`config.mk`:
```
export PLATFORM = sky130hd
export DESIGN_NAME = image_magic_number_sniffer_unit
export DESIGN_NICKNAME = d
export VERILOG_FILES = /design/src/imns_pkg.sv /design/src/image_magic_number_sniffer_unit.sv /design/src/imns_match.sv /design/src/imns_select.sv
export VERILOG_INCLUDE_DIRS = /design/src /design/src/src
export SDC_FILE = /design/constraint.sdc
export NUM_CORES = 1
export LEC_CHECK = 0
export BUFFER_PORTS_ARGS = -buffer_cell sky130_fd_sc_hd__buf_2
export CAP_MARGIN = 20
export CORE_MARGIN = 2
export CORE_UTILIZATION = 50
export DETAILED_ROUTE_END_ITERATION = 7
export PLACE_DENSITY = 0.67
export SLEW_MARGIN = 20
export SYNTH_ARGS = -nofsm -noshare
export SYNTH_HDL_FRONTEND = slang
export SYNTH_HIERARCHICAL = 1
export SYNTH_SLANG_ARGS = --single-unit
```
`constraint.sdc`:
```
create_clock -name clk -period 3.5 [get_ports clk]
set_input_delay 0.35 -clock clk [delete_from_list [all_inputs] [get_ports clk]]
set_output_delay 0.35 -clock clk [all_outputs]
set_load 0.005 [all_outputs]
```
`src/assert_macros.svh`:
```
// Assertion helpers for the sniffer. Define ASSERT_OFF to drop them.
`ifndef ASSERT_MACROS_SVH
`define ASSERT_MACROS_SVH

`ifndef ASSERT_OFF
// Checked at every rising edge of clk outside reset.
`define ASSERT_CLK(lbl, prop, msg) \
  lbl: assert property (@(posedge clk) disable iff (!rst_n) (prop)) else $error(msg);
// Checked at every rising edge of clk, reset included.
`define ASSERT_ALWAYS(lbl, prop, msg) \
  lbl: assert property (@(posedge clk) (prop)) else $error(msg);
`else
`define ASSERT_CLK(lbl, prop, msg)
`define ASSERT_ALWAYS(lbl, prop, msg)
`endif

`endif

```
`src/imns_pkg.sv`:
```
package imns_pkg;

  localparam int SIG_COUNT = 33;
  localparam int POS_W     = 5;
  localparam logic [POS_W-1:0] POS_LIMIT = 5'd16;

  typedef enum logic [3:0] {
    MIME_NONE = 4'd0,
    MIME_PNG  = 4'd1,
    MIME_TIFF = 4'd2,
    MIME_GIF  = 4'd3,
    MIME_JPEG = 4'd4,
    MIME_WEBP = 4'd5,
    MIME_JXL  = 4'd6,
    MIME_HEIC = 4'd7,
    MIME_AVIF = 4'd8
  } mime_t;

  typedef struct packed {
    logic [SIG_COUNT-1:0] alive;
    logic [POS_W-1:0]     length;
  } imns_status_t;

  localparam mime_t SIG_CODE [SIG_COUNT] = '{
    MIME_PNG, MIME_TIFF, MIME_TIFF, MIME_GIF, MIME_JPEG, MIME_WEBP, MIME_JXL, MIME_JXL,
    MIME_HEIC, MIME_HEIC, MIME_HEIC, MIME_HEIC, MIME_HEIC, MIME_HEIC, MIME_HEIC,
    MIME_HEIC, MIME_HEIC, MIME_HEIC, MIME_HEIC,
    MIME_AVIF, MIME_AVIF, MIME_AVIF, MIME_AVIF, MIME_AVIF, MIME_AVIF, MIME_AVIF,
    MIME_AVIF, MIME_AVIF, MIME_AVIF, MIME_AVIF, MIME_AVIF, MIME_AVIF, MIME_AVIF
  };

  localparam logic [POS_W-1:0] SIG_OFF [SIG_COUNT] = '{
    5'd0, 5'd0, 5'd0, 5'd0, 5'd0, 5'd8, 5'd0, 5'd0,
    5'd4, 5'd4, 5'd4, 5'd4, 5'd4, 5'd4, 5'd4, 5'd4, 5'd4, 5'd4, 5'd4,
    5'd4, 5'd4, 5'd4, 5'd4, 5'd4, 5'd4, 5'd4, 5'd4, 5'd4, 5'd4, 5'd4, 5'd4, 5'd4, 5'd4
  };

  localparam logic [POS_W-1:0] SIG_LEN [SIG_COUNT] = '{
    5'd8, 5'd4, 5'd4, 5'd4, 5'd3, 5'd7, 5'd2, 5'd12,
    5'd8, 5'd8, 5'd8, 5'd8, 5'd8, 5'd8, 5'd8, 5'd8, 5'd8, 5'd8, 5'd8,
    5'd8, 5'd8, 5'd8, 5'd8, 5'd8, 5'd8, 5'd8, 5'd8, 5'd8, 5'd8, 5'd8, 5'd8, 5'd8, 5'd8
  };

  // Signature bytes, first byte in the top eight bits, zero padded below.
  localparam logic [95:0] SIG_ID [SIG_COUNT] = '{
    96'h8950_4E47_0D0A_1A0A_0000_0000,
    96'h4D4D_002A_0000_0000_0000_0000,
    96'h4949_2A00_0000_0000_0000_0000,
    96'h4749_4638_0000_0000_0000_0000,
    96'hFFD8_FF00_0000_0000_0000_0000,
    96'h5745_4250_5650_3800_0000_0000,
    96'hFF0A_0000_0000_0000_0000_0000,
    96'h0000_000C_4A58_4C20_0D0A_870A,
    96'h6674_7970_6D69_6631_0000_0000,
    96'h6674_7970_6D73_6631_0000_0000,
    96'h6674_7970_6865_6963_0000_0000,
    96'h6674_7970_6865_6978_0000_0000,
    96'h6674_7970_6865_7678_0000_0000,
    96'h6674_7970_6865_696D_0000_0000,
    96'h6674_7970_6865_6973_0000_0000,
    96'h6674_7970_6176_6963_0000_0000,
    96'h6674_7970_6865_766D_0000_0000,
    96'h6674_7970_6865_7673_0000_0000,
    96'h6674_7970_6176_6373_0000_0000,
    96'h6674_7970_6176_6966_0000_0000,
    96'h6674_7970_6176_6973_0000_0000,
    96'h6674_7970_7269_7378_0000_0000,
    96'h6674_7970_524F_5353_0000_0000,
    96'h6674_7970_7364_7620_0000_0000,
    96'h6674_7970_7373_6331_0000_0000,
    96'h6674_7970_7373_6332_0000_0000,
    96'h6674_7970_5345_4155_0000_0000,
    96'h6674_7970_5345_424B_0000_0000,
    96'h6674_7970_7365_6E76_0000_0000,
    96'h6674_7970_7369_6D73_0000_0000,
    96'h6674_7970_7369_7378_0000_0000,
    96'h6674_7970_7373_7373_0000_0000,
    96'h6674_7970_7576_7675_0000_0000
  };

endpackage

```
`src/image_magic_number_sniffer_unit.sv`:
```
// Image magic-number sniffer. Header bytes of a buffer arrive one word per cycle on the
// in_ channel, offset zero first, with in_tlast on the final byte; one result word with
// the image type (0 none, 1 png, 2 tiff, 3 gif, 4 jpeg, 5 webp, 6 jxl, 7 heic, 8 avif)
// leaves on the out_ channel for each buffer. The block takes one byte every cycle; a
// result passes from the input register through the parallel signature compare into
// the result register. Input stalls only when a last byte meets a result word that
// has not yet been taken. Bytes past offset 14 are accepted but compared with nothing.
`include "assert_macros.svh"

module image_magic_number_sniffer_unit
  import imns_pkg::*;
(
  input  logic       clk,
  input  logic       rst_n,
  input  logic       in_tvalid,
  output logic       in_tready,
  input  logic [7:0] in_tdata,   // [7:0] data_byte
  input  logic       in_tlast,   // last_byte
  output logic       out_tvalid,
  input  logic       out_tready,
  output logic [7:0] out_tdata   // [3:0] mime_code, [7:4] zero
);

  logic                 in_vld_r, in_vld_nxt;
  logic [7:0]           in_byte_r;
  logic                 in_last_r;
  logic [POS_W-1:0]     pos_r, pos_nxt;
  logic [SIG_COUNT-1:0] alive_r, alive_nxt, alive_upd;
  logic                 out_vld_r, out_vld_nxt;
  mime_t                out_code_r, code;
  logic                 advance;
  logic [POS_W-1:0]     pos_inc;
  imns_status_t         status;

  assign advance   = in_vld_r && (!in_last_r || !out_vld_r || out_tready);
  assign in_tready = !in_vld_r || advance;
  assign pos_inc   = (pos_r < POS_LIMIT) ? (pos_r + 5'd1) : pos_r;

  imns_match u_match (
    .data_byte (in_byte_r),
    .pos       (pos_r),
    .alive     (alive_r),
    .alive_nxt (alive_upd)
  );

  assign status.alive  = alive_upd;
  assign status.length = pos_inc;

  imns_select u_select (
    .status (status),
    .code   (code)
  );

  always_comb begin
    in_vld_nxt  = in_vld_r;
    pos_nxt     = pos_r;
    alive_nxt   = alive_r;
    out_vld_nxt = out_vld_r;
    if (out_tready) begin
      out_vld_nxt = 1'b0;
    end
    if (advance) begin
      in_vld_nxt = 1'b0;
      if (in_last_r) begin
        pos_nxt     = '0;
        alive_nxt   = '1;
        out_vld_nxt = 1'b1;
      end else begin
        pos_nxt   = pos_inc;
        alive_nxt = alive_upd;
      end
    end
    if (in_tvalid && in_tready) begin
      in_vld_nxt = 1'b1;
    end
  end

  always_ff @(posedge clk) begin
    if (!rst_n) begin
      in_vld_r  <= 1'b0;
      pos_r     <= '0;
      alive_r   <= '1;
      out_vld_r <= 1'b0;
    end else begin
      in_vld_r  <= in_vld_nxt;
      pos_r     <= pos_nxt;
      alive_r   <= alive_nxt;
      out_vld_r <= out_vld_nxt;
    end
  end

  always_ff @(posedge clk) begin
    if (in_tvalid && in_tready) begin
      in_byte_r <= in_tdata;
      in_last_r <= in_tlast;
    end
    if (advance && in_last_r) begin
      out_code_r <= code;
    end
  end

  assign out_tvalid = out_vld_r;
  assign out_tdata  = {4'b0000, out_code_r};

  `ASSERT_CLK(a_pos_range, pos_r <= POS_LIMIT, "byte position beyond its limit")
  `ASSERT_CLK(a_clear_after_last, (advance && in_last_r) |=> (pos_r == '0 && (&alive_r)),
              "state not cleared after the last word")
  `ASSERT_CLK(a_ready_when_empty, !out_vld_r |-> in_tready,
              "input stalled with an empty result register")
  `ASSERT_CLK(a_result_source, $rose(out_vld_r) |-> $past(advance && in_last_r),
              "result word without a last input word")
  `ASSERT_CLK(a_code_range, out_vld_r |-> (out_code_r <= MIME_AVIF),
              "result code out of range")

endmodule

```
`src/imns_match.sv`:
```
module imns_match
  import imns_pkg::*;
(
  input  logic [7:0]           data_byte,
  input  logic [POS_W-1:0]     pos,
  input  logic [SIG_COUNT-1:0] alive,
  output logic [SIG_COUNT-1:0] alive_nxt
);

  always_comb begin
    logic [3:0] idx;
    logic [6:0] top_bit;
    logic       in_rng;
    alive_nxt = alive;
    for (int i = 0; i < SIG_COUNT; i++) begin
      in_rng  = (pos >= SIG_OFF[i]) && (pos < (SIG_OFF[i] + SIG_LEN[i]));
      idx     = 4'(pos - SIG_OFF[i]);
      top_bit = 7'd95 - {idx, 3'b000};
      if (in_rng && (data_byte != SIG_ID[i][top_bit -: 8])) begin
        alive_nxt[i] = 1'b0;
      end
    end
  end

endmodule

```
`src/imns_select.sv`:
```
module imns_select
  import imns_pkg::*;
(
  input  imns_status_t status,
  output mime_t        code
);

  always_comb begin
    code = MIME_NONE;
    for (int i = SIG_COUNT - 1; i >= 0; i--) begin
      if (status.alive[i] && ((SIG_OFF[i] + SIG_LEN[i]) <= status.length)) begin
        code = SIG_CODE[i];
      end
    end
  end

endmodule

```
==> insert_results.sql, run 1 <==
INSERT INTO impl_metrics (metric_group, metric, value, unit) VALUES
('synth', 'syn_area', '5390', 'µm²'),
('sta', 'max_slew_margin', '0.377', ''),
('cts', 'clkSlewWorstSetupHoldPaths', '90', 'ps'),
('sta', 'clock-skew-final', '7.09', 'ps'),
('sta', 'slew_violations', '0', ''),
('layout', 'seq_area', '1190', 'µm²'),
('sta', 'grt_setup_unrepaired', 'no', ''),
('global_route', 'first_global_vias', '5029', ''),
('sta', 'finalSetupTns', '0', 'ps'),
('global_route', 'largest_net_degree_at_the_start_of_global_routing', '59', ''),
('layout', 'syn_to_final_growth', '5.41', '%'),
('drt', 'residual_drc_count', '0', ''),
('setup_path', 'rr_endpoint', 'out_code_r[0]', ''),
('sta', 'max_slew.worst_pin.slew', '929', 'ps'),
('sta', 'hold_violations', '0', ''),
('synth', 'synth_enable_flop_cells', '13', ''),
('synth', 'seq_area_frac_synth', '0.221', ''),
('sta', 'setup_viol', '0', ''),
('floorplan', 'fp-row-count', '37', ''),
('flow_run', 'drv_cap', '0', ''),
('worst_hold_path', 'timing.hold.worst.start', 'in_tdata[0]', ''),
('power', 'power.clock.fraction', '0.303', ''),
('floorplan', 'floorplan.die.height', '108', 'µm'),
('setup_path', 'worst_ep_required_time', '3660', 'ps'),
('power', 'sequentialPowerShare', '0.495', ''),
('floorplan', 'core-area', '10400', 'µm²'),
('power', 'power_density', '249', 'nW/µm²'),
('layout', 'drive_gt1_frac', '0.154', ''),
('setup_path', 'timing.rr.start', 'pos_r[2]', ''),
('sta', 'max_freq', '304', 'MHz'),
('setup_path', 'cp-start-kind', 'register', ''),
('worst_hold_path', 'holdCritPathClass', 'primary input to register', ''),
('global_route', 'global_route.overflow_total', '0', ''),
('setup_path', 'critPathArrivalTime', '3450', 'ps'),
('synth', 'synth.ff_latch_count', '53', ''),
('setup_path', 'critical_path.endpoint', 'out_code_r[0]', ''),
('global_route', 'initial_antenna_violation_count', '0', ''),
('sta', 'finalWorstPathRequiredPeriod', '3290', 'ps'),
('setup_path', 'worst-r2r-setup-slack', '210', 'ps'),
('power', 'power_switching', '0.422', 'mW'),
('drt', 'detailedRoute.firstIterationViolations', '551', ''),
('drt', 'totalWireLength', '16.5', 'mm'),
('power', 'p_comb_frac', '0.203', ''),
('global_route', 'grt_usage', '0.293', ''),
('drt', 'route.antenna.remaining_nets', '0', ''),
('setup_path', 'worst-setup-path-type', 'register to register', ''),
('placement', 'dp.final_hpwl', '11.8', 'mm'),
('drt', 'route.detailed.vias_per_inst', '6.57', ''),
('placement', 'numPortBuffers', '18', ''),
('layout', 'num_antenna_cells', '0', ''),
('floorplan', 'ios', '23', ''),
('cts', 'cts_tree', 'yes', ''),
('outcome', 'outcome', 'completed', ''),
('power', 'power.switching_fraction', '0.298', ''),
('cts', 'clk-insertion-delay-late', '320', 'ps'),
('synth', 'synth_cell_type_count', '77', ''),
('setup_path', 'critical_path_peak_fanout', '14', ''),
('layout', 'fillCellCount', '981', ''),
('floorplan', 'die_boundary_width', '108', 'µm'),
('cts', 'cts_hold_buffers', '0', ''),
('power', 'p_leak', '2.18', 'nW'),
('synth', 'syn-instance-count', '697', ''),
('drt', 'drt-wirelength-per-cell', '19.8', 'µm'),
('cts', 'ctsLongestPathBuffers', '2', ''),
('global_route', 'wire_length_of_the_first_global_routing_pass', '26.8', 'mm'),
('setup_path', 'r2r.worst_path.cells', '13', ''),
('power', 'power_report.internal_total', '0.994', 'mW'),
('power', 'post-layout-total-power', '1.42', 'mW'),
('layout', 'nNetsFinal', '720', ''),
('synth', 'yosysWarningCount', '6', ''),
('cts', 'cts_root_buffer', 'clkbuf_8', ''),
('layout', 'layout_common_cells', '55 x nand2_1, 55 x o21ai_0, 50 x xnor2_1', ''),
('floorplan', 'dieArea', '11600', 'µm²'),
('setup_path', 'worstSetupStartpoint', 'pos_r[2]', ''),
('cts', 'cts_made_buffers', '5', ''),
('setup_path', 'timing.critical_path.to_type', 'register', ''),
('placement', 'routabilityCongestion', '0.982', ''),
('cts', 'sink_count', '53', ''),
('drt', 'vias', '5467', ''),
('cts', 'htreeDepth', '2', ''),
('layout', 'multiInputGateArea', '3770', 'µm²'),
('synth', 'dominantRegCellSynth', 'dfxtp_1', ''),
('power', 'vdd_ir_drop_max', '0.000315', 'V'),
('floorplan', 'initial_utilization', '0.519', ''),
('sta', 'min_period_over_period', '0.939', ''),
('drt', 'drt_first_pass_iters', '6', ''),
('synth', 'syn_area_per_cell', '7.73', 'µm²'),
('synth', 'async_reset_ff_frac', '0', '');
==> flip-flops by register name, summed over array words and instances, names as in the netlist <==
register / flops
pos_r: 5
in_vld_r: 1
in_byte_r: 8
in_last_r: 1
out_code_r: 4
alive_r: 33
out_tvalid: 1
==> what timing repair did <==
item / CTS / global route
gates resized for setup: 0 / 8
buffers inserted: 0 / 5
setup endpoints to repair: 0 / 4
==> how the worst min path moves through the flow <==
stage	slack, ps	end	depth (start not counted)
finish	200	in_byte_r[0]	1
global route	180	in_byte_r[0]	1
CTS	190	in_last_r	1
detailed placement	440	alive_r[2]	1
global placement	430	alive_r[22]	1
floorplan	430	alive_r[10]	1
==> Yosys cell counts (6+ instances only) <==
cell type / n / share of area
nand3_1: 26 / 0.024
a31oi_1: 14 / 0.016
inv_1: 16 / 0.011
xor2_1: 21 / 0.034
nand2_1: 55 / 0.038
nor3_1: 15 / 0.014
o21a_1: 7 / 0.0098
nand4_1: 20 / 0.023
buf_2: 24 / 0.022
buf_4: 12 / 0.017
or3_1: 6 / 0.0070
nand2b_1: 15 / 0.017
nor4_1: 9 / 0.010
and2_1: 8 / 0.0093
nor2_1: 29 / 0.020
buf_6: 11 / 0.023
nor2b_1: 6 / 0.0070
o21ai_0: 55 / 0.051
edfxtp_1: 13 / 0.072
and3_1: 32 / 0.037
ha_1: 12 / 0.028
a211o_1: 29 / 0.047
xnor2_1: 52 / 0.085
a21oi_1: 47 / 0.044
dfxtp_1: 40 / 0.15
clkbuf_1: 14 / 0.0098
==> routing by layer <==
metal / part of all wire / track usage
met5: 0 / 0
met4: 0.044 / 0.136
met1: 0.41 / 0.398
met3: 0.090 / 0.0424
met2: 0.46 / 0.456
==> power by group through the flow <==
stage          clock network (mW)  registers, mW  logic, mW
2_1_floorplan                   0          0.690      0.232
3_3_place_gp                    0          0.712      0.276
3_5_place_dp                    0          0.714      0.277
4_1_cts                     0.437          0.699      0.278
5_1_grt                     0.464          0.705      0.313
6_report                    0.429          0.700      0.287
==> cell type report <==
cell class,instances,share of cell area
Clock buffer,6,0.0128
Tap cell,136,0.0300
Sequential cell,53,0.210
Multi-Input combinational cell,564,0.665
Inverter,20,0.0132
Clock inverter,2,0.00683
Timing Repair Buffer,51,0.0624
==> critical path, cell delays in order (launching register included) <==
cell and delay, ps:
dfxtp_2 350, inv_2 40, ha_1 320, buf_4 250, inv_2 120, or3_4 410, a21oi_4 330, nand4_1 210
o31ai_1 270, and2_1 180, nor3_1 60, a31oi_2 290, nand3b_1 110, a32oi_1 170
==> kinds of logic (layout without fill, tap and decap cells) <==
family          Yosys count  in the layout  share of synthesized area
simple gates            257            257                      0.266
buf+inv                  83             79                     0.0871
fa+ha+maj                12             12                     0.0279
flops                    53             53                      0.221
xor+xnor                 73             73                      0.119
compound gates          210            210                      0.262
other cells               1              4                   0.000696
mux                       8              8                     0.0160
==> through the flow <==
step                      utilization  cell area [µm²]  cells  hold WS [ps]  setup slack (ps)
final                           0.547             5680    832           200               212
after global routing            0.547             5680    832           182              4.86
after CTS                       0.539             5590    827           189               163
after detailed placement        0.528             5470    819           441               191
after global placement          0.528             5470    819           434               154
after floorplan                     -             5400    700           427               314
Note: power is estimated with default switching activity, not from simulation.
==> run 2, diff against run 1 <==
--- a/config.mk
+++ b/config.mk
@@ -11,9 +11,9 @@
 export CORE_MARGIN = 2
 export CORE_UTILIZATION = 50
 export DETAILED_ROUTE_END_ITERATION = 7
+export HOLD_SLACK_MARGIN = 0.08
 export PLACE_DENSITY = 0.67
 export SLEW_MARGIN = 20
 export SYNTH_ARGS = -nofsm -noshare
 export SYNTH_HDL_FRONTEND = slang
-export SYNTH_HIERARCHICAL = 1
 export SYNTH_SLANG_ARGS = --single-unit
==> insert_results.sql, run 2 <==
INSERT INTO impl_metrics (metric_group, metric, value, unit) VALUES
('sta', 'max_slew_margin', '0.507', ''),
('power', 'vdd_ir_drop_max', '0.000170', 'V'),
('layout', 'largest_reg_flops', '33', ''),
('cts', 'htreeDepth', '2', ''),
('setup_path', 'timing.critical_path.to_type', 'register', ''),
('layout', 'num_antenna_cells', '0', ''),
('layout', 'drive_gt1_frac', '0.164', ''),
('floorplan', 'dieArea', '11100', 'µm²'),
('placement', 'dp.final_hpwl', '13.4', 'mm'),
('power', 'power_report.internal_total', '0.930', 'mW'),
('drt', 'totalWireLength', '18.0', 'mm'),
('synth', 'syn_area', '5160', 'µm²'),
('sta', 'slew_violations', '0', ''),
('layout', 'layout_common_cells', '77 x nand2_1, 54 x xnor2_1, 54 x a21oi_1, 54 x buf_4, 53 x o21ai_0', ''),
('synth', 'post_synth_most_frequent_cells', '77 x nand2_1, 55 x a21oi_1, 54 x xnor2_1', ''),
('global_route', 'initial_antenna_violation_count', '0', ''),
('setup_path', 'r2r.worst_path.cells', '13', ''),
('setup_path', 'worst-setup-path-type', 'register to register', ''),
('floorplan', 'ios', '23', ''),
('setup_path', 'worstSetupStartpoint', 'pos_r[2]', ''),
('floorplan', 'fp-row-count', '37', ''),
('setup_path', 'cp-start-kind', 'register', ''),
('sta', 'min_period_over_period', '0.952', ''),
('floorplan', 'floorplan.die.height', '106', 'µm'),
('power', 'power.clock.fraction', '0.316', ''),
('global_route', 'busiest_grt_layer', 'met2', ''),
('drt', 'route.detailed.vias_per_inst', '6.28', ''),
('synth', 'dominantRegCellSynth', 'dfxtp_1', ''),
('layout', 'seq_area', '1190', 'µm²'),
('placement', 'placedInstanceArea', '5520', 'µm²'),
('layout', 'final-instance-count-excl-fill', '850', ''),
('synth', 'syn-instance-count', '690', ''),
('cts', 'ctsLongestPathBuffers', '2', ''),
('power', 'power_switching', '0.425', 'mW'),
('layout', 'reg.largest.list', 'alive_r (33), in_byte_r (8), pos_r (5)', ''),
('placement', 'routabilityCongestion', '0.981', ''),
('setup_path', 'critical_path.endpoint', 'out_code_r[2]', ''),
('cts', 'clk-insertion-delay-late', '320', 'ps'),
('placement', 'dpl_worst_slack', '75.2', 'ps'),
('sta', 'grt_setup_unrepaired', 'no', ''),
('global_route', 'largest_net_degree_at_the_start_of_global_routing', '70', ''),
('synth', 'netlist.area_leader.share', '0.155', ''),
('setup_path', 'worst_ep_required_time', '3580', 'ps'),
('flow_run', 'drv_cap', '0', ''),
('global_route', 'first_global_vias', '5118', ''),
('power', 'power.switching_fraction', '0.314', ''),
('layout', 'most_frequent_standard_cell_in_the_layout_excluding_fill_and_tap_cells', 'nand2_1', ''),
('placement', 'place_inst', '841', ''),
('synth', 'syn_area_per_cell', '7.48', 'µm²'),
('cts', 'cts_hold_buffers', '0', ''),
('power', 'p_comb_frac', '0.196', ''),
('synth', 'post-synth-top-area-cell', 'dfxtp_1', ''),
('drt', 'detailedRoute.firstIterationViolations', '639', ''),
('drt', 'drt-wirelength-per-cell', '21.2', 'µm'),
('global_route', 'globalRouteMet3Util', '0.0377', ''),
('outcome', 'outcome', 'completed', ''),
('sta', 'finalWorstSetupSlack', '167', 'ps'),
('cts', 'cts_root_buffer', 'clkbuf_8', ''),
('setup_path', 'critPathArrivalTime', '3410', 'ps'),
('global_route', 'global_route.overflow_total', '0', ''),
('sta', 'finalSetupTns', '0', 'ps'),
('layout', 'fillCellCount', '1001', ''),
('synth', 'synth_cell_type_count', '86', ''),
('synth', 'synth_enable_flop_cells', '13', ''),
('power', 'sequentialPowerShare', '0.487', ''),
('synth', 'seq_area_frac_synth', '0.231', ''),
('drt', 'route.antenna.remaining_nets', '0', ''),
('sta', 'worst_hold_slack', '190', 'ps'),
('setup_path', 'critical_path_peak_fanout', '69', ''),
('global_route', 'grtUsageMet2', '0.533', ''),
('synth', 'yosysWarningCount', '0', ''),
('layout', 'fin_util', '0.558', ''),
('power', 'p_leak', '2.13', 'nW'),
('sta', 'setup_viol', '0', ''),
('global_route', 'gr-usage-met1', '0.416', ''),
('synth', 'async_reset_ff_frac', '0', ''),
('layout', 'top_register', 'alive_r', ''),
('global_route', 'wire_length_of_the_first_global_routing_pass', '28.0', 'mm'),
('synth', 'synth.ff_latch_count', '53', ''),
('layout', 'nNetsFinal', '740', ''),
('sta', 'finalWorstPathRequiredPeriod', '3330', 'ps'),
('drt', 'vias', '5338', ''),
('setup_path', 'rr_endpoint', 'out_code_r[2]', ''),
('layout', 'multiInputGateArea', '3600', 'µm²'),
('floorplan', 'core-area', '10200', 'µm²'),
('floorplan', 'initial_utilization', '0.507', ''),
('layout', 'syn_to_final_growth', '10.1', '%'),
('sta', 'max_freq', '300', 'MHz'),
('cts', 'clkSlewWorstSetupHoldPaths', '120', 'ps'),
('synth', 'yosysMostFrequentCell', 'nand2_1', ''),
('cts', 'sink_count', '53', ''),
('sta', 'clock-skew-final', '13.9', 'ps'),
('setup_path', 'worst-r2r-setup-slack', '170', 'ps'),
('layout', 'final_area', '5680', 'µm²'),
('global_route', 'grt_usage', '0.322', ''),
('power', 'power_density', '238', 'nW/µm²'),
('cts', 'cts_tree', 'yes', ''),
('drt', 'drt_first_pass_iters', '5', ''),
('placement', 'numPortBuffers', '18', ''),
('setup_path', 'timing.rr.start', 'pos_r[2]', ''),
('sta', 'max_slew.worst_pin.slew', '740', 'ps'),
('sta', 'hold_violations', '0', ''),
('power', 'post-layout-total-power', '1.35', 'mW'),
('worst_hold_path', 'holdCritPathClass', 'primary input to register', ''),
('synth', 'synth_area_leaders', 'dfxtp_1 16%, xnor2_1 9.2%, edfxtp_1 7.6%', ''),
('cts', 'cts_made_buffers', '5', ''),
('drt', 'residual_drc_count', '0', ''),
('floorplan', 'die_boundary_width', '106', 'µm');
-- run 2: per-layer routing --
metal | wire length (µm) | up-vias | share of wire
met5 | 0 | - | 0
met4 | 846 | 0 | 0.047
met3 | 1230 | 58 | 0.068
met2 | 8430 | 249 | 0.47
met1 | 7490 | 2519 | 0.42
li1 | - | 2512 | -
-- run 2: cell families (layout without fill, tap and decap cells) --
group                    count (synthesis)  after routing  synth area share
multiplexers                             6              6            0.0119
AND/OR/NAND/NOR                        274            274             0.287
adder cells (fa/ha/maj)                 14             14            0.0339
buffers and inverters                   84            105            0.0827
flip-flops                              53             53             0.231
XOR/XNOR                                62             62             0.107
AO/OA/AOI/OAI                          196            196             0.246
other                                    1              4          0.000727
-- run 2: cell type report --
cell class,instances,area share
multi-input combinational,556,0.635
sequential,53,0.210
timing repair buffer,73,0.0907
tap,136,0.0300
clock buffer,7,0.0172
inverter,24,0.0159
clock inverter,1,0.00154
-- run 2: worst min-delay path by stage --
stage	from	to	slack [ps]	cells after the start
CTS	in_tdata[5]	in_byte_r[5]	180	1
floorplan	alive_r[0]	alive_r[0]	420	2
finish	in_tdata[4]	in_byte_r[4]	190	1
global route	in_tdata[5]	in_byte_r[5]	180	1
global placement	alive_r[0]	alive_r[0]	440	2
detailed placement	alive_r[0]	alive_r[0]	450	2
-- run 2: timing repair --
| action | CTS | global route |
|---|---|---|
| buffers inserted | 0 | 1 |
| resized for setup | 0 | 12 |
| setup endpoints to repair | 0 | 4 |
-- run 2: worst max-delay path, cell delays in order, from the launching register on --
cell	delay (ps)
dfxtp_2	400
buf_12	300
inv_2	70
ha_2	230
nor3b_4	170
and2_1	190
a221oi_4	300
a2bb2oi_2	160
nor4_1	60
nor4_1	250
buf_4	160
nand4_1	260
o21a_1	270
o31a_1	240
-- run 2: power by group through the flow --
stage	sequential, mW	combinational [mW]	clock [mW]
floorplan	0.662	0.179	0
global placement	0.672	0.254	0
detailed placement	0.673	0.256	0
CTS	0.659	0.257	0.433
global route	0.662	0.288	0.451
finish	0.660	0.266	0.429
